[config.mk]
export PLATFORM = sky130hd
export DESIGN_NAME = trial_division_prime_test_unit
export DESIGN_NICKNAME = d
export VERILOG_FILES = /design/src/hdl/tdpt_pkg.sv /design/src/hdl/trial_division_prime_test_unit.sv
export SDC_FILE = /design/constraint.sdc
export NUM_CORES = 1
export LEC_CHECK = 0
export BUFFER_PORTS_ARGS = -buffer_cell sky130_fd_sc_hd__buf_2
export CORE_MARGIN = 2
export CORE_UTILIZATION = 50
export CTS_CLUSTER_DIAMETER = 80
export CTS_CLUSTER_SIZE = 16
export DETAILED_ROUTE_END_ITERATION = 12
export GPL_TIMING_DRIVEN = 1
export PLACE_DENSITY_LB_ADDON = 0.08
export RECOVER_POWER = 25
export SYNTH_ARGS = -nofsm -noshare
export SYNTH_HDL_FRONTEND = slang
export SYNTH_SLANG_ARGS = --single-unit
[constraint.sdc]
create_clock -name clk -period 6.99 [get_ports clk]
set_clock_uncertainty 0.1 [all_clocks]
set_input_delay 0.3495 -clock clk [delete_from_list [all_inputs] [get_ports clk]]
set_output_delay 0.3495 -clock clk [all_outputs]
set_load 0.1 [all_outputs]
[src/hdl/tdpt_pkg.sv]
// tdpt_pkg: shared types for the trial-division prime test unit.
// No dependencies.
`timescale 1ns / 1ps

package tdpt_pkg;

	typedef enum logic [1:0] {
		ST_IDLE,
		ST_CHECK,
		ST_DIV,
		ST_DONE
	} tdpt_state_t;

endpackage

[src/hdl/trial_division_prime_test_unit.sv]
// trial_division_prime_test_unit: primality test by trial division.
// Uses tdpt_pkg for the sequencer state type.
//
// Usage:
//   Input channel (in_valid / in_stall / candidate) takes one unsigned word.
//   Output channel (out_valid / out_stall / is_prime) returns one flag per
//   word, in order. A word is moved when valid is high and stall is low.
// Operation:
//   Divisors d = 2, 3, ... are tried while d*d <= candidate. Each trial is a
//   bound check in ST_CHECK followed by a bit-serial restoring division,
//   one candidate bit per cycle; d*d is kept up to date by adding 2d+1.
// Work per word:
//   k divisors are tried per word; the test ends at the first divisor
//   that divides. Worst case for NUM_WIDTH = 16 (large primes): k = 254.
//   A new word is taken only in ST_IDLE, after the last result is loaded.
//   One word is in work at a time; in_stall is high from accept until the
//   result is loaded into the output register.
// Stall / reset:
//   The result sits in an output register while out_stall is high; the next
//   word may be accepted and worked on meanwhile. arst_n clears the sequencer
//   and output valid; no state carries over between words.
`timescale 1ns / 1ps

module trial_division_prime_test_unit #(
	parameter int NUM_WIDTH = 16
) (
	input  logic                 clk,
	input  logic                 arst_n,
	input  logic                 in_valid,
	output logic                 in_stall,
	input  logic [NUM_WIDTH-1:0] candidate,
	output logic                 out_valid,
	input  logic                 out_stall,
	output logic                 is_prime
);
	import tdpt_pkg::*;

	localparam int SQ_W  = 2 * NUM_WIDTH;
	localparam int CNT_W = $clog2(NUM_WIDTH);

	tdpt_state_t state_q, state_d;

	logic [NUM_WIDTH-1:0] cand_q;      // candidate, held for the whole test
	logic [NUM_WIDTH-1:0] cand_sh_q;   // candidate bits shifted out MSB first
	logic [NUM_WIDTH-1:0] rem_q;       // partial remainder
	logic [NUM_WIDTH-1:0] div_q;       // current trial divisor d
	logic [SQ_W-1:0]      sq_q;        // d*d
	logic [CNT_W-1:0]     cnt_q;       // bits left after the current step
	logic                 res_q;       // result pending in ST_DONE
	logic                 out_valid_q;
	logic                 is_prime_q;

	logic                 in_acc;
	logic                 out_free;
	logic                 too_small;
	logic                 bound_hit;
	logic [NUM_WIDTH:0]   rem_sh;
	logic [NUM_WIDTH:0]   rem_diff;
	logic [NUM_WIDTH-1:0] rem_next;
	logic                 div_last;

	// control strobes
	logic ld_word, ld_div, div_step, next_div, set_res, res_val, ld_out;

	assign in_acc    = in_valid && !in_stall;
	assign out_free  = !out_valid_q || !out_stall;
	assign too_small = (cand_q <= NUM_WIDTH'(1));
	assign bound_hit = (sq_q > SQ_W'(cand_q));

	// one step of restoring division
	assign rem_sh   = {rem_q, cand_sh_q[NUM_WIDTH-1]};
	assign rem_diff = rem_sh - {1'b0, div_q};
	assign rem_next = rem_diff[NUM_WIDTH] ? rem_sh[NUM_WIDTH-1:0] : rem_diff[NUM_WIDTH-1:0];
	assign div_last = (cnt_q == '0);

	// next state
	always_comb begin
		state_d = state_q;
		case (state_q)
			ST_IDLE: begin
				if (in_valid)
					state_d = ST_CHECK;
			end
			ST_CHECK: begin
				if (too_small || bound_hit)
					state_d = ST_DONE;
				else
					state_d = ST_DIV;
			end
			ST_DIV: begin
				if (div_last) begin
					if (rem_next == '0)
						state_d = ST_DONE;
					else
						state_d = ST_CHECK;
				end
			end
			ST_DONE: begin
				if (out_free)
					state_d = ST_IDLE;
			end
			default: state_d = ST_IDLE;
		endcase
	end

	// outputs of the sequencer
	always_comb begin
		in_stall = 1'b1;
		ld_word  = 1'b0;
		ld_div   = 1'b0;
		div_step = 1'b0;
		next_div = 1'b0;
		set_res  = 1'b0;
		res_val  = 1'b0;
		ld_out   = 1'b0;
		case (state_q)
			ST_IDLE: begin
				in_stall = 1'b0;
				ld_word  = in_valid;
			end
			ST_CHECK: begin
				if (too_small) begin
					set_res = 1'b1;
					res_val = 1'b0;
				end else if (bound_hit) begin
					set_res = 1'b1;
					res_val = 1'b1;
				end else begin
					ld_div = 1'b1;
				end
			end
			ST_DIV: begin
				div_step = 1'b1;
				if (div_last) begin
					if (rem_next == '0) begin
						set_res = 1'b1;
						res_val = 1'b0;
					end else begin
						next_div = 1'b1;
					end
				end
			end
			ST_DONE: begin
				ld_out = out_free;
			end
			default: in_stall = 1'b1;
		endcase
	end

	always_ff @(posedge clk or negedge arst_n) begin
		if (!arst_n) begin
			state_q     <= ST_IDLE;
			out_valid_q <= 1'b0;
		end else begin
			state_q <= state_d;
			if (ld_out)
				out_valid_q <= 1'b1;
			else if (!out_stall)
				out_valid_q <= 1'b0;
		end
	end

	always_ff @(posedge clk) begin
		if (ld_word) begin
			cand_q <= candidate;
			div_q  <= NUM_WIDTH'(2);
			sq_q   <= SQ_W'(4);
		end
		if (ld_div) begin
			cand_sh_q <= cand_q;
			rem_q     <= '0;
			cnt_q     <= CNT_W'(NUM_WIDTH - 1);
		end
		if (div_step) begin
			cand_sh_q <= {cand_sh_q[NUM_WIDTH-2:0], 1'b0};
			rem_q     <= rem_next;
			cnt_q     <= cnt_q - CNT_W'(1);
		end
		// (d+1)^2 = d^2 + 2d + 1
		if (next_div) begin
			div_q <= div_q + NUM_WIDTH'(1);
			sq_q  <= sq_q + SQ_W'({div_q, 1'b1});
		end
		if (set_res)
			res_q <= res_val;
		if (ld_out)
			is_prime_q <= res_q;
	end

	assign out_valid = out_valid_q;
	assign is_prime  = is_prime_q;

	// division runs only while the bound d*d <= candidate holds
	a_bound_in_div: assert property (@(posedge clk) disable iff (!arst_n)
		(state_q == ST_DIV) |-> (sq_q <= SQ_W'(cand_q)))
		else $error("trial division past the square bound");

	// partial remainder always below the divisor
	a_rem_range: assert property (@(posedge clk) disable iff (!arst_n)
		(state_q == ST_DIV) |-> (rem_q < div_q))
		else $error("partial remainder out of range");

	// a prime verdict never for 0 or 1
	a_prime_ge2: assert property (@(posedge clk) disable iff (!arst_n)
		(set_res && res_val) |-> (cand_q >= NUM_WIDTH'(2)))
		else $error("prime flag for candidate below two");

	// a finished result reaches the output register on the next edge
	a_out_load: assert property (@(posedge clk) disable iff (!arst_n)
		ld_out |=> (out_valid && (is_prime == $past(res_q))))
		else $error("result not loaded into output register");

endmodule
Yosys cells after proc, flatten, opt, wreduce, memory -nomap -nowiden --
Index checks and enable logic that the tools add are counted.
Word-level totals: register bits after elaboration 105, input port bits 20, output and inout port bits 3, logic and storage cells 70
Cells by class: add/subtract/negate cells 4, order comparisons 2, equality and inequality tests 7, muxes and demuxes 34, bitwise gates (word level) 1, reduce and logical (&&, ||, !) cells 11
Operators by type and width (number):
- $mux 16 | 7
- $mux 32 | 2
- $add 32x17->32 | 1
- $gt 32x16->1 | 1
- $mux 1 | 17
- $sub 17x16->17 | 1
- $add 16x1->16 const B | 1
- $le 16x1->1 const B | 1
- $logic_not 16->1 | 1
- $mux 2 | 4
- $mux 4 | 2
- $pmux 2 s4 | 1
- $ne 2x2->1 const B | 3
- $eq 2x2->1 const B | 2
- $logic_not 4->1 | 1
- $reduce_bool 2->1 | 2
- $sub 4x1->4 const B | 1
- $reduce_and 3->1 | 1
- $eq 2x1->1 const B | 1
- $logic_not 1->1 | 2
- $logic_not 2->1 | 1
- $logic_or 1x1->1 | 2
- $ne 2x1->1 const B | 1
- $pmux 1 s2 | 1
- 2 further kinds | 2

Depth between registers and ports, before layout --
Gate-level depths: netlist of run 1.
depth after elaboration 7, mapped depth 14, mapped depth without buffers 12

Least setup slack after synthesis of run 1 --
Ideal clock, no wire load.
path kind register -> register, start register div_q[0], end register div_q[0] (enable), library setup time 0.589 ns, arrival time 3.465 ns, data required time 6.301 ns, path slack 2.835 ns, stages on the path, launching flop included 13, path buffers 1, period minus slack after synthesis 4.155 ns, cells stage by stage edfxtp_1 ha_1 fa_1 nor2b_1 o31a_2 o21ai_2 o31a_1 a31oi_1 a21oi_1 or3_1 nand3_1 buf_4 nand2b_1
On the way: cells in the longest elaborated chain, start to end 7
RTL lines:
- start, declared | RTL line trial_division_prime_test_unit.sv:46 | logic [NUM_WIDTH-1:0] div_q;
- start signal, assigned | RTL line trial_division_prime_test_unit.sv:181 | div_q <= div_q + NUM_WIDTH'(1);
- $sub 17x16->17 | RTL line trial_division_prime_test_unit.sv:72 | assign rem_diff = rem_sh - {1'b0, div_q};
- $mux 16 | RTL line trial_division_prime_test_unit.sv:73 | assign rem_next = rem_diff[NUM_WIDTH] ? rem_sh[NUM_WIDTH-1:0] : rem_diff[NUM_WIDTH-1:0];
- $logic_not 16->1 | RTL line trial_division_prime_test_unit.sv:135 | if (rem_next == '0) begin
- $mux 1 | RTL line trial_division_prime_test_unit.sv:135
- $mux 1 | RTL line trial_division_prime_test_unit.sv:134 | if (div_last) begin
- $mux 1 | RTL line trial_division_prime_test_unit.sv:116 | case (state_q)
- $reduce_bool 2->1 (no line)
Every way passes these cells. A chain may end at the register's enable or synchronous reset.

Worst setup path after layout of run 1 --
start register div_q[2], end register div_q[15] (data pin)
On the way: cells in the longest elaborated chain, start to end 7, elaborated cells on any way between the ends 8, classes of those cells add/sub: 2; mux: 5; reduce/logical: 1
RTL lines:
- $sub 17x16->17 | RTL line trial_division_prime_test_unit.sv:72
- $mux 16 | RTL line trial_division_prime_test_unit.sv:73
- $logic_not 16->1 | RTL line trial_division_prime_test_unit.sv:135
- $mux 1 | RTL line trial_division_prime_test_unit.sv:135
- $mux 1 | RTL line trial_division_prime_test_unit.sv:134
- $mux 1 | RTL line trial_division_prime_test_unit.sv:116
- $mux 16 * | RTL line trial_division_prime_test_unit.sv:180 | if (next_div) begin
Every way passes the cells marked *; elsewhere a longest branch is shown, timed or not.

==> summary.md, run 1 <==
| Metric | Value |
|---|---|
| Cell family with most CP delay | `buffers and inverters` |
| Y dimension of the die | `121 um` |
| Total power per unit cell area | `337 mW/mm^2` |
| GP Congestion | `0.861` |
| Number of flops mapped to enable cells by yosys | `101` |
| Count of filler cells inserted in the layout | `1261` |
| Routed length on met3 | `419 um` |
| Worst Path Max Fanout | `47` |
| Share of post-route cells with drive strength above 1 | `0.0628` |
| Detail-routed net length per standard cell | `16.3 um` |
| Total setup violations reported at the end of the flow | `0` |
| CTS tree | `done` |
| Buffers added on ports | `22` |
| Total power of the final layout | `2.49 mW` |
| Standard cell core area | `0.0133 sq mm` |
| Total via count in the routed design | `5020` |
| Synth warn | `0` |
| Total of cells resized after clock tree synthesis | `0` |
| Post-synth cell types | `62` |
| Detail Route met2 WL | `6690 um` |
| Pin count of the biggest net entering global routing | `55` |
| Storage element area | `around 0.0031 sq mm` |
| Nets in the synthesized netlist | `773` |
| Top_reg_cell synth | `sky130_fd_sc_hd__edfxtp_1` |
| Buffers inserted by post-CTS timing repair | `0` |
| Total global routing track utilization | `0.212` |
| Slowest cell on the critical path | `sky130_fd_sc_hd__clkbuf_1` |
| Die Area | `0.0147 sq mm` |
| Result of the run | `finished with violations` |
| Half-perimeter wire length of the detailed placement result | `10900 um` |
| Final #Nets | `788` |
| H-Tree Level Count | `3` |
| Initial Util | `0.516` |
| Max Slew Vio Count | `between 50 and 60` |
| Buffer depth of the longest clock path | `2` |
| Number of sinks handled by clock tree synthesis | `between 100 and 150` |
| Final routed wirelength across all metal layers | `14500 um` |
| Share of the clock period used by the worst path | `0.712` |
| Max layer used | `met4` |
| Total I/O pin count | `23` |
| Number of hold buffers added after cts | `1` |
| CP max stage delay | `0.94 ns` |
| Area Overhead vs Synth | `7.31%` |
| CP startpoint kind | `flop` |
| Via/cell ratio | `5.63` |
| Maximum achievable frequency | `201 MHz` |
| Post-CTS clock slew at the launch and capture registers of the worst setup and hold paths | `0.08 ns` |
| Initial antenna violation count | `0` |
| Combined area of the multi-input logic cells | `0.00342 sq mm` |
| Total negative slack | `0 ns` |
| Fin crit period | `4.97 ns` |
| TritonRoute pass-1 iters | `5` |
| Sequence of cells on the critical path | `inv_1, ha_1, nor2b_1, o31a_2, o21ai_0, o31a_1, a31oi_1, a21oi_2, clkbuf_1, nand4_1, nand3_2, buf_4, nor2_1` |
| Wire length of the first global-routing pass | `~24000 um` |
| Number of buffers created by CTS | `9` |
| Critical path data required time | `6.98 ns` |
| Number of violations of the max-capacitance limit | `1` |
| Total of flip-flops plus latches after synthesis | `105` |
| # DRC | `0` |
| Worst-margin pin slew | `slightly below 2 ns` |
| Initial detailed-routing violation count | `336` |
| Syn avg cell area | `just under 10 sq um` |
| Category of the worst setup path capture point | `flop` |
| Violated checks | `max-capacitance violations, max-slew violations` |
| DRT antenna net count | `0` |
| Clock tree root driver cell | `sky130_fd_sc_hd__clkbuf_16` |
| Clk Latency, worst-skew pair | `0.36 ns` |
| Die width | `121 um` |
| Unrepaired setup endpoints after global routing | `false` |
| Seq/Total Area, Yosys | `0.455` |
| Post-synth design cell area | `approximately 0.007 sq mm` |
| Antenna diode count | `0` |
| Tightest Hold Check Type | `in -> reg` |
| Vias in the first global route | `4913` |
| Overall overflow remaining after global route | `0` |
| Class of the most critical setup path | `reg -> reg` |
| IR drop worst, VDD | `about 0.25 mV` |
| Critical Path AT | `4.96 ns` |
| Placement row count | `42` |
| Syn Inst Count | `696` |
| Endpoints failing hold | `0` |
| Wl on met1 | `just over 7000 um` |
| Leak Pwr | `around 2.8 nW` |
| Async set-reset flop share out of synthesis | `0.0286` |
| Buf/Inv on CP | `3` |
| Max-Slew Margin vs Limit | `-0.310` |
path summary, 6_finish.rpt:
check                        startpoint          to  slack [ns]  depth (start not counted)
max in group asynchronous        arst_n  state_q[1]        6.41                          2
max                            div_q[2]   div_q[15]        2.02                         13
min                        candidate[4]   cand_q[4]        0.06                          1
max reg2reg                    div_q[2]   div_q[15]        2.02                         13
min reg2reg                       res_q    is_prime        0.34                          0
min in group asynchronous        arst_n  state_q[0]        0.22                          2
area by class of cell:
| cell class | instances | area share |
|---|---|---|
| Inverter | 52 | 0.0264 |
| Clock buffer | 10 | 0.0310 |
| Clock inverter | 6 | 0.00695 |
| Tap cell | 176 | 0.0298 |
| Multi-Input combinational cell | 515 | 0.463 |
| Timing Repair Buffer | 28 | 0.0188 |
| Sequential cell | 105 | 0.424 |
registers in the layout, indices dropped and copies added (netlist names):
name / count
out_valid: 1
cnt_q: 4
div_q: 16
state_q: 2
sq_q: 32
cand_q: 16
res_q: 1
cand_sh_q: 16
is_prime: 1
rem_q: 16
routing by layer:
metal / up-vias / global-route usage
met5: - / 0
met4: 0 / 0.0783
met3: 16 / 0.0249
met2: 81 / 0.341
met1: 2399 / 0.297
li1: 2524 / -
Yosys cell counts (6+ instances only):
cell type                  count  share of area
sky130_fd_sc_hd__a21o_1       15          0.016
sky130_fd_sc_hd__a21oi_1      31          0.023
sky130_fd_sc_hd__and2_1        9         0.0082
sky130_fd_sc_hd__and3_1        8         0.0073
sky130_fd_sc_hd__clkbuf_1      8         0.0044
sky130_fd_sc_hd__edfxtp_1    101           0.44
sky130_fd_sc_hd__ha_1         55           0.10
sky130_fd_sc_hd__inv_1        52          0.028
sky130_fd_sc_hd__mux2i_1      13          0.019
sky130_fd_sc_hd__nand2_1      71          0.039
sky130_fd_sc_hd__nand2b_1      8         0.0073
sky130_fd_sc_hd__nand3_1      25          0.018
sky130_fd_sc_hd__nand4_1      15          0.014
sky130_fd_sc_hd__nor2_1       72          0.039
sky130_fd_sc_hd__nor2b_1      16          0.015
sky130_fd_sc_hd__nor3_1       14          0.010
sky130_fd_sc_hd__nor4_1       17          0.015
sky130_fd_sc_hd__o21a_1        6         0.0065
sky130_fd_sc_hd__o21ai_0      21          0.015
sky130_fd_sc_hd__o21ai_1      15          0.011
sky130_fd_sc_hd__xnor2_1      30          0.038
sky130_fd_sc_hd__xor2_1       21          0.027
cells by family after synthesis:
group	after synthesis	synth area share
xor+xnor	51	0.0649
compound gates	124	0.117
mux	15	0.0222
fa+ha+maj	57	0.106
simple gates	268	0.187
flops	105	0.455
buf+inv	76	0.0484
report_power, final:
group          switching, mW  total, mW  internal, mW
Combinational          0.651       1.03         0.382
Clock                  0.244      0.491         0.247
Sequential            0.0974      0.964         0.867
Total                  0.992       2.49          1.50
placed cells by master, fill, tap and decap left out, drive strengths merged, types with 3 or more instances in the layout:
master   synthesis  final
a21boi           3      3
a21o            15     15
nand2b           8      8
and3             8      8
xnor2           30     30
or2              3      3
o31ai            3      3
nand3           25     25
clkbuf          11     19
a2111oi          3      3
a211oi           6      6
nor2            72     72
o21a             6      6
ha              55     55
inv             52     55
o21ai           37     37
and2             9      9
or3              3      3
nor2b           16     16
mux2i           13     13
buf             13     18
nand2           71     71
xor2            21     21
nor3            14     14
nand4           15     15
a31oi            5      5
edfxtp         101    101
dfrtp            3      3
a21oi           31     31
nor4            17     17
through the flow:
stage | cell area [sq um] | utilization | cells | hold WS (ns) | setup WS, ns
2_1_floorplan | 6880 | - | 696 | -0.0461 | 2.84
3_3_place_gp | 7120 | 0.534 | 875 | 0.0439 | 2.98
3_5_place_dp | 7120 | 0.534 | 875 | 0.0492 | 2.90
4_1_cts | 7410 | 0.555 | 892 | 0.0521 | 2.88
5_1_grt | 7380 | 0.553 | 892 | 0.0472 | 1.68
6_report | 7380 | 0.553 | 892 | 0.0609 | 2.02
(Power assumes the default switching activity.)
==> inputs of run 2 (changes only) <==
- ABC_AREA: not set -> 1
- clock period: 6.99 -> 4.3 ns (I/O delays scaled with it)
==> run 2 against run 1 <==
The flow now finishes without violations. Largest power group unchanged. Global-route usage up 1.9 points. Hold slack better by 0.033 ns. Final area up 13%. Worst setup slack worse by 1.5 ns. Fmax up 31%. Clock-buffer cell count unchanged.
==> summary.md, run 2 <==
| Metric | Value |
|---|---|
| Critical path data required time | `4.30 ns (was 6.98 ns)` |
| Seq/Total Area, Yosys | `0.413 (was 0.455)` |
| Share of the clock period used by the worst path | `0.882 (was 0.712)` |
| Standard cell core area | `0.0146 sq mm (was 0.0133 sq mm)` |
| CTS tree | `done (unchanged)` |
| Most common cell in the netlist | `sky130_fd_sc_hd__nand2_1 (was sky130_fd_sc_hd__edfxtp_1)` |
| Final Cell Area | `0.00833 sq mm (was 0.00738 sq mm)` |
| Synth warn | `0 (unchanged)` |
| Combined area of the multi-input logic cells | `0.00371 sq mm (was 0.00342 sq mm)` |
| Setup slack after placement | `0.515 ns (was 2.90 ns)` |
| Count of filler cells inserted in the layout | `1365 (was 1261)` |
| Top cell type's share of synthesized area | `0.400 (was 0.441)` |
| H-Tree Level Count | `3 (unchanged)` |
| CP startpoint kind | `flop (unchanged)` |
| Vias in the first global route | `5958 (was 4913)` |
| Initial antenna violation count | `0 (unchanged)` |
| Via/cell ratio | `5.20 (was 5.63)` |
| Total of flip-flops plus latches after synthesis | `105 (unchanged)` |
| Post-synth design cell area | `0.00758 sq mm (was 0.00688 sq mm)` |
| Worst path setup slack after routing | `0.506 ns (was 2.02 ns)` |
| Final routed wirelength across all metal layers | `17700 um (was 14500 um)` |
| Nets in the synthesized netlist | `1014 (was 773)` |
| Initial detailed-routing violation count | `350 (was 336)` |
| Final #Nets | `1059 (was 788)` |
| Max-Slew Margin vs Limit | `0.228 (was -0.310)` |
| Hold WS | `0.0943 ns (was 0.0609 ns)` |
| Post-synthesis cell type with the largest combined area | `sky130_fd_sc_hd__edfxtp_1 (unchanged)` |
| R2R depth | `21 (was 13)` |
| Clock tree root driver cell | `sky130_fd_sc_hd__clkbuf_16 (unchanged)` |
| Storage element area | `0.00313 sq mm (unchanged)` |
| Worst Path Max Fanout | `26 (was 47)` |
| Filler-free cell count of the finished design | `1171 (was 892)` |
| Post-synth cell types | `41 (was 62)` |
| Worst-margin pin slew | `1.16 ns (was 1.97 ns)` |
| Buffers added on ports | `22 (unchanged)` |
| Clk Latency, worst-skew pair | `0.36 ns (about the same)` |
| Total of cells resized after clock tree synthesis | `0 (unchanged)` |
| Area Overhead vs Synth | `9.91% (was 7.31%)` |
| Highest-count cells in the layout ignoring fill and taps | `sky130_fd_sc_hd__nand2_1 (239), sky130_fd_sc_hd__inv_1 (160), sky130_fd_sc_hd__edfxtp_1 (101) (was sky130_fd_sc_hd__edfxtp_1 (101), sky130_fd_sc_hd__nor2_1 (72), sky130_fd_sc_hd__nand2_1 (71))` |
| Pin count of the biggest net entering global routing | `32 (was 55)` |
| Biggest area contributors in the synthesized netlist | `sky130_fd_sc_hd__edfxtp_1 (40%), sky130_fd_sc_hd__nand2_1 (12%), sky130_fd_sc_hd__ha_1 (9.1%) (was sky130_fd_sc_hd__edfxtp_1 (44%), sky130_fd_sc_hd__ha_1 (10%), sky130_fd_sc_hd__nor2_1 (3.9%))` |
| Wire length of the first global-routing pass | `29100 um (was 24400 um)` |
| Total I/O pin count | `23 (unchanged)` |
| Overall overflow remaining after global route | `0 (unchanged)` |
| Leak Pwr | `3.80 nW (was 2.84 nW)` |
| Total power per unit cell area | `598 mW/mm^2 (was 337 mW/mm^2)` |
| Async set-reset flop share out of synthesis | `0.0286 (unchanged)` |
| Total via count in the routed design | `6093 (was 5020)` |
| Endpoints failing hold | `0 (unchanged)` |
| Max Slew Vio Count | `0 (was 55)` |
| Number of placed cells counting well taps | `1137 (was 875)` |
| Share of post-route cells with drive strength above 1 | `0.0902 (was 0.0628)` |
| Total power of the final layout | `4.98 mW (was 2.49 mW)` |
| Class of the most critical setup path | `reg -> reg (unchanged)` |
| Maximum achievable frequency | `264 MHz (was 201 MHz)` |
| Unrepaired setup endpoints after global routing | `false (unchanged)` |
| Y dimension of the die | `127 um (was 121 um)` |
| Tightest Hold Check Type | `in -> async (was in -> reg)` |
| Number of flip-flops in the largest register | `32 (unchanged)` |
| DRT antenna net count | `0 (unchanged)` |
| IR drop worst, VDD | `0.306 mV (was 0.247 mV)` |
| Placement-stage cell area | `0.00787 sq mm (was 0.00712 sq mm)` |
| Die Area | `0.0162 sq mm (was 0.0147 sq mm)` |
| Total negative slack | `0 ns (unchanged)` |
| Post-CTS clock slew at the launch and capture registers of the worst setup and hold paths | `0.08 ns (about the same)` |
| GP Congestion | `0.887 (was 0.861)` |
| Number of sinks handled by clock tree synthesis | `105 (unchanged)` |
| Placement row count | `44 (was 42)` |
| Syn Inst Count | `937 (was 696)` |
| R2R Path End | `sq_q[27] (was div_q[15])` |
| Number of violations of the max-capacitance limit | `0 (was 1)` |
| TritonRoute pass-1 iters | `5 (unchanged)` |
| Total global routing track utilization | `0.232 (was 0.212)` |
| Half-perimeter wire length of the detailed placement result | `13800 um (was 10900 um)` |
| Worst-case register-to-register setup slack | `0.51 ns (was 2.02 ns)` |
| # DRC | `0 (unchanged)` |
| Result of the run | `complete, no violations (was finished with violations)` |
| Reg-to-reg startpoint | `div_q[0] (was div_q[2])` |
| Buffer depth of the longest clock path | `2 (unchanged)` |
| Detail-routed net length per standard cell | `15.1 um (was 16.3 um)` |
| Initial Util | `0.517 (was 0.516)` |
| Number of buffers created by CTS | `9 (unchanged)` |
| Total setup violations reported at the end of the flow | `0 (unchanged)` |
| Number of flops mapped to enable cells by yosys | `101 (unchanged)` |
| Top cells by count, synth | `sky130_fd_sc_hd__nand2_1 (239), sky130_fd_sc_hd__inv_1 (160), sky130_fd_sc_hd__edfxtp_1 (101) (was sky130_fd_sc_hd__edfxtp_1 (101), sky130_fd_sc_hd__nor2_1 (72), sky130_fd_sc_hd__nand2_1 (71))` |
| Most common library cell in the layout ignoring fill and taps | `sky130_fd_sc_hd__nand2_1 (was sky130_fd_sc_hd__edfxtp_1)` |
| Final Util | `0.569 (was 0.553)` |
| Die width | `127 um (was 121 um)` |
| Fin crit period | `3.79 ns (was 4.97 ns)` |
| Top_reg_cell synth | `sky130_fd_sc_hd__edfxtp_1 (unchanged)` |
| Syn avg cell area | `8.09 sq um (was 9.89 sq um)` |
| Critical Path AT | `3.79 ns (was 4.96 ns)` |
| Category of the worst setup path capture point | `flop (unchanged)` |
| Register with the most flip-flops | `sq_q (unchanged)` |
| Antenna diode count | `0 (unchanged)` |
[run 2: changes by cell type in the layout (fill, tap and decap cells not counted), sizes merged, moves of 17 or more]
cell / delta
inv: +108
nand3: +27
dlygate4sd3: +17
nor2: +40
nand2: +178
xnor2: -19
[run 2: cell families after synthesis]
logic type      after synthesis  share of synthesized area
buf+inv                     176                     0.0968
xor+xnor                     41                     0.0474
fa+ha+maj                    57                     0.0961
compound gates               94                     0.0733
simple gates                464                      0.273
flops                       105                      0.413
[run 2: worst max path at each step]
stage,from,endpoint,cells past startpoint,slack (ns)
global placement,div_q[0],sq_q[19],21,0.67
CTS,div_q[0],sq_q[27],21,0.50
detailed placement,div_q[0],sq_q[27],21,0.51
global route,div_q[0],sq_q[19],21,0.14
floorplan,div_q[0],div_q[0],22,0.88
finish,div_q[0],sq_q[27],21,0.51
[run 2: report_power, final]
group          switching [mW]  leakage (nW)  internal [mW]
logic                    1.70          2.67          0.788
clock network           0.411         0.135          0.408
registers               0.183         0.989           1.48
[run 2: layout make-up]
type | count | share of cell area
Clock buffer | 10 | 0.0275
Clock inverter | 6 | 0.00751
Inverter | 161 | 0.0726
Multi-Input combinational cell | 656 | 0.446
Sequential cell | 105 | 0.376
Tap cell | 184 | 0.0276
Timing Repair Buffer | 49 | 0.0430
[run 2: repair_timing]
action / CTS / global route
endpoints found under the hold margin: 20 / 0
setup endpoints to repair: 0 / 0
hold buffers: 18 / 0
setup buffers: 0 / 0
[run 2: per-layer routing]
metal	part of all wire	GRT usage
met5	0	0
met4	0.023	0.0821
met3	0.031	0.0314
met2	0.47	0.384
met1	0.47	0.314
[run 2: critical path, stage by stage, from the launching register on]
cell,delay (ns)
sky130_fd_sc_hd__edfxtp_1,0.50
sky130_fd_sc_hd__ha_1,0.26
sky130_fd_sc_hd__fa_1,0.41
sky130_fd_sc_hd__inv_1,0.12
sky130_fd_sc_hd__nand2_1,0.06
sky130_fd_sc_hd__nand2_1,0.07
sky130_fd_sc_hd__nand3_2,0.08
sky130_fd_sc_hd__nand2_2,0.10
sky130_fd_sc_hd__nand2_2,0.08
sky130_fd_sc_hd__nand2_2,0.09
sky130_fd_sc_hd__nand2_2,0.10
sky130_fd_sc_hd__nand2_2,0.21
sky130_fd_sc_hd__nand2_1,0.08
sky130_fd_sc_hd__nand2_1,0.10
sky130_fd_sc_hd__nand2_1,0.06
sky130_fd_sc_hd__nor2_1,0.10
sky130_fd_sc_hd__nand2_1,0.09
sky130_fd_sc_hd__nor2_4,0.12
sky130_fd_sc_hd__inv_2,0.07
sky130_fd_sc_hd__nand3_4,0.23
sky130_fd_sc_hd__buf_4,0.43
sky130_fd_sc_hd__nor2_1,0.07
==> inputs of run 3 (changes only) <==
- REMOVE_ABC_BUFFERS: not set -> 1
==> run 3 against run 2 <==
The run now ends with max-capacitance violations, max-slew violations left. Clock-buffer cell count unchanged. Worst setup slack worse by 0.046 ns. Final cell count is 0.26% lower. Clock power grew 2%. Utilization is 0.23 points lower. Combinational power about the same. Fmax down 1.2%. First-iteration DRC count increased by 3.4%. Final area shrank 0.41%. Flip-flop and latch count did not move. Power fell by 0.38%. Routed wire length shrank 3.4%. Critical path type unchanged. Largest power group unchanged.
==> summary.md, run 3 (synthesis results as in run 2) <==
| Metric | Value |
|---|---|
| Filler-free cell count of the finished design | `1168 (was 1171)` |
| Initial antenna violation count | `0 (unchanged)` |
| Worst-margin pin slew | `1.60 ns (was 1.16 ns)` |
| Clock tree root driver cell | `sky130_fd_sc_hd__clkbuf_16 (unchanged)` |
| TritonRoute pass-1 iters | `5 (unchanged)` |
| Most heavily used metal layer in global routing | `met2 (unchanged)` |
| DRT antenna net count | `0 (unchanged)` |
| Wire length of the first global-routing pass | `28000 um (was 29100 um)` |
| Vias in the first global route | `5693 (was 5958)` |
| Total of cells resized after clock tree synthesis | `0 (unchanged)` |
| Y dimension of the die | `127 um (unchanged)` |
| Total via count in the routed design | `6028 (was 6093)` |
| Max Slew Vio Count | `37 (was 0)` |
| Fin crit period | `3.84 ns (was 3.79 ns)` |
| Tightest Hold Check Type | `in -> async (unchanged)` |
| Final Util | `0.566 (was 0.569)` |
| Switching Fraction | `0.461 (was 0.462)` |
| Part of the total power dissipated in the clock network | `0.168 (was 0.164)` |
| Critical Path AT | `3.82 ns (was 3.79 ns)` |
| Highest-count cells in the layout ignoring fill and taps | `sky130_fd_sc_hd__nand2_1 (241), sky130_fd_sc_hd__inv_1 (160), sky130_fd_sc_hd__edfxtp_1 (101) (was sky130_fd_sc_hd__nand2_1 (239), sky130_fd_sc_hd__inv_1 (160), sky130_fd_sc_hd__edfxtp_1 (101))` |
| Antenna diode count | `0 (unchanged)` |
| Result of the run | `finished with violations (was complete, no violations)` |
| Placement row count | `44 (unchanged)` |
| Endpoints failing hold | `0 (unchanged)` |
| Cell-internal power | `2.67 mW (was 2.68 mW)` |
| Die width | `127 um (unchanged)` |
| GRT met1 Usage | `0.304 (was 0.314)` |
| Share of the clock period used by the worst path | `0.893 (was 0.882)` |
| CTS tree | `done (unchanged)` |
| Clk Latency, worst-skew pair | `0.36 ns (about the same)` |
| Unrepaired setup endpoints after global routing | `false (unchanged)` |
| Setup slack after placement | `0.567 ns (was 0.515 ns)` |
| Buffer depth of the longest clock path | `2 (unchanged)` |
| Count of filler cells inserted in the layout | `1402 (was 1365)` |
| Max-Slew Margin vs Limit | `-0.0682 (was 0.228)` |
| Number of violations of the max-capacitance limit | `1 (was 0)` |
| Most common library cell in the layout ignoring fill and taps | `sky130_fd_sc_hd__nand2_1 (unchanged)` |
| Sequential share of power | `0.335 (about the same)` |
| GP Congestion | `0.931 (was 0.887)` |
| Final Cell Area | `0.00829 sq mm (was 0.00833 sq mm)` |
| Maximum achievable frequency | `260 MHz (was 264 MHz)` |
| Total setup violations reported at the end of the flow | `0 (unchanged)` |
| Via/cell ratio | `5.16 (was 5.20)` |
| Total global routing track utilization | `0.219 (was 0.232)` |
| Critical path data required time | `4.28 ns (was 4.30 ns)` |
| Final #Nets | `1056 (was 1059)` |
| Overall overflow remaining after global route | `0 (unchanged)` |
| Leak Pwr | `3.79 nW (was 3.80 nW)` |
| Number of placed cells counting well taps | `1134 (was 1137)` |
| Worst Path Max Fanout | `40 (was 26)` |
| Initial detailed-routing violation count | `362 (was 350)` |
| Register with the most flip-flops | `sq_q (unchanged)` |
| Category of the worst setup path capture point | `flop (unchanged)` |
| Buffers added on ports | `22 (unchanged)` |
| Total negative slack | `0 ns (unchanged)` |
| Portion of total power attributed to combinational logic | `0.497 (was 0.501)` |
| H-Tree Level Count | `3 (unchanged)` |
| Detail-routed net length per standard cell | `14.6 um (was 15.1 um)` |
| Number of sinks handled by clock tree synthesis | `105 (unchanged)` |
| Total power per unit cell area | `598 mW/mm^2 (about the same)` |
| Buffers inserted by post-CTS timing repair | `0 (unchanged)` |
| Final routed wirelength across all metal layers | `17100 um (was 17700 um)` |
| Number of buffers created by CTS | `9 (unchanged)` |
| Half-perimeter wire length of the detailed placement result | `13200 um (was 13800 um)` |
| IR drop worst, VDD | `0.269 mV (was 0.306 mV)` |
| GR met3 Demand/Resource | `0.0264 (was 0.0314)` |
| Post-CTS clock slew at the launch and capture registers of the worst setup and hold paths | `0.08 ns (about the same)` |
| Number of flip-flops in the largest register | `32 (unchanged)` |
| CP startpoint kind | `flop (unchanged)` |
| Met2 usage | `0.368 (was 0.384)` |
| Total I/O pin count | `23 (unchanged)` |
| Violated checks | `max-capacitance violations, max-slew violations` |
| Class of the most critical setup path | `reg -> reg (unchanged)` |
| Pin count of the biggest net entering global routing | `49 (was 32)` |
| Placement-stage cell area | `0.00783 sq mm (was 0.00787 sq mm)` |
| Initial Util | `0.517 (unchanged)` |
| Share of post-route cells with drive strength above 1 | `0.0864 (was 0.0902)` |
| # DRC | `0 (unchanged)` |
| Switching power of the nets | `2.28 mW (was 2.30 mW)` |
| Standard cell core area | `0.0146 sq mm (unchanged)` |
| Hold WS | `0.0859 ns (was 0.0943 ns)` |
| Area Overhead vs Synth | `9.46% (was 9.91%)` |
| Worst path setup slack after routing | `0.460 ns (was 0.506 ns)` |
| Total power of the final layout | `4.96 mW (was 4.98 mW)` |
| Die Area | `0.0162 sq mm (unchanged)` |
==> run 3: changes by cell type in the layout (fill, tap and decap cells not counted), sizes merged <==
cell and change:
buf -2, clkbuf -1, clkinv -1, clkinvlp -2, inv +3
==> run 3: layout make-up <==
type | instances | area, sq um | area share
clock inverters | 6 | 65.1 | 0.00785
repair buffers | 46 | 327 | 0.0394
flip-flops and latches | 105 | 3130 | 0.377
clock buffers | 10 | 229 | 0.0276
well taps | 184 | 230 | 0.0278
inverters | 161 | 604 | 0.0729
multi-input cells | 656 | 3710 | 0.447
==> run 3: path summary, 6_finish.rpt <==
| check | from | end | slack, ns | depth (start not counted) |
|---|---|---|---|---|
| worst min register to register | res_q | is_prime | 0.34 | 0 |
| worst max-delay path | div_q[0] | sq_q[21] | 0.46 | 21 |
| worst min-delay path | arst_n | out_valid | 0.09 | 2 |
| min in group clk | in_valid | state_q[0] | 0.29 | 5 |
| worst max register to register | div_q[0] | sq_q[21] | 0.46 | 21 |
| max in group asynchronous | arst_n | state_q[1] | 3.85 | 2 |
==> run 3: critical path, cell delays in order (launching register included) <==
cell and delay (ns):
sky130_fd_sc_hd__edfxtp_1 0.51, sky130_fd_sc_hd__ha_1 0.26, sky130_fd_sc_hd__fa_1 0.41, sky130_fd_sc_hd__inv_1 0.12, sky130_fd_sc_hd__nand2_1 0.06, sky130_fd_sc_hd__nand2_1 0.07, sky130_fd_sc_hd__nand3_2 0.06, sky130_fd_sc_hd__nand2_1 0.11
sky130_fd_sc_hd__nand2_1 0.11, sky130_fd_sc_hd__nand2_2 0.10, sky130_fd_sc_hd__nand2_2 0.10, sky130_fd_sc_hd__nand2_2 0.20, sky130_fd_sc_hd__nand2_1 0.09, sky130_fd_sc_hd__nand2_1 0.09, sky130_fd_sc_hd__nand2_1 0.07, sky130_fd_sc_hd__nor2_2 0.11
sky130_fd_sc_hd__nand2_2 0.07, sky130_fd_sc_hd__nor2_4 0.12, sky130_fd_sc_hd__inv_2 0.07, sky130_fd_sc_hd__nand3_4 0.07, sky130_fd_sc_hd__buf_4 0.55, sky130_fd_sc_hd__nor2_1 0.09
==> run 3: metal layers <==
layer / vias up / part of all wire
li1: 3165 / -
met1: 2750 / 0.49
met2: 99 / 0.47
met3: 14 / 0.029
met4: 0 / 0.0092
met5: - / 0
==> run 3: repair_timing <==
action,in CTS,in global routing
endpoints found under the hold margin,20,0
hold buffers,18,0
setup endpoints to repair,0,0
==> run 3: power groups by stage <==
stage	Sequential [mW]	Clock (mW)	Combinational, mW
after floorplan	1.67	0	1.84
after global placement	1.68	0	2.44
after detailed placement	1.68	0	2.44
after CTS	1.66	0.848	2.47
after global routing	1.69	0.884	2.80
final	1.66	0.833	2.46
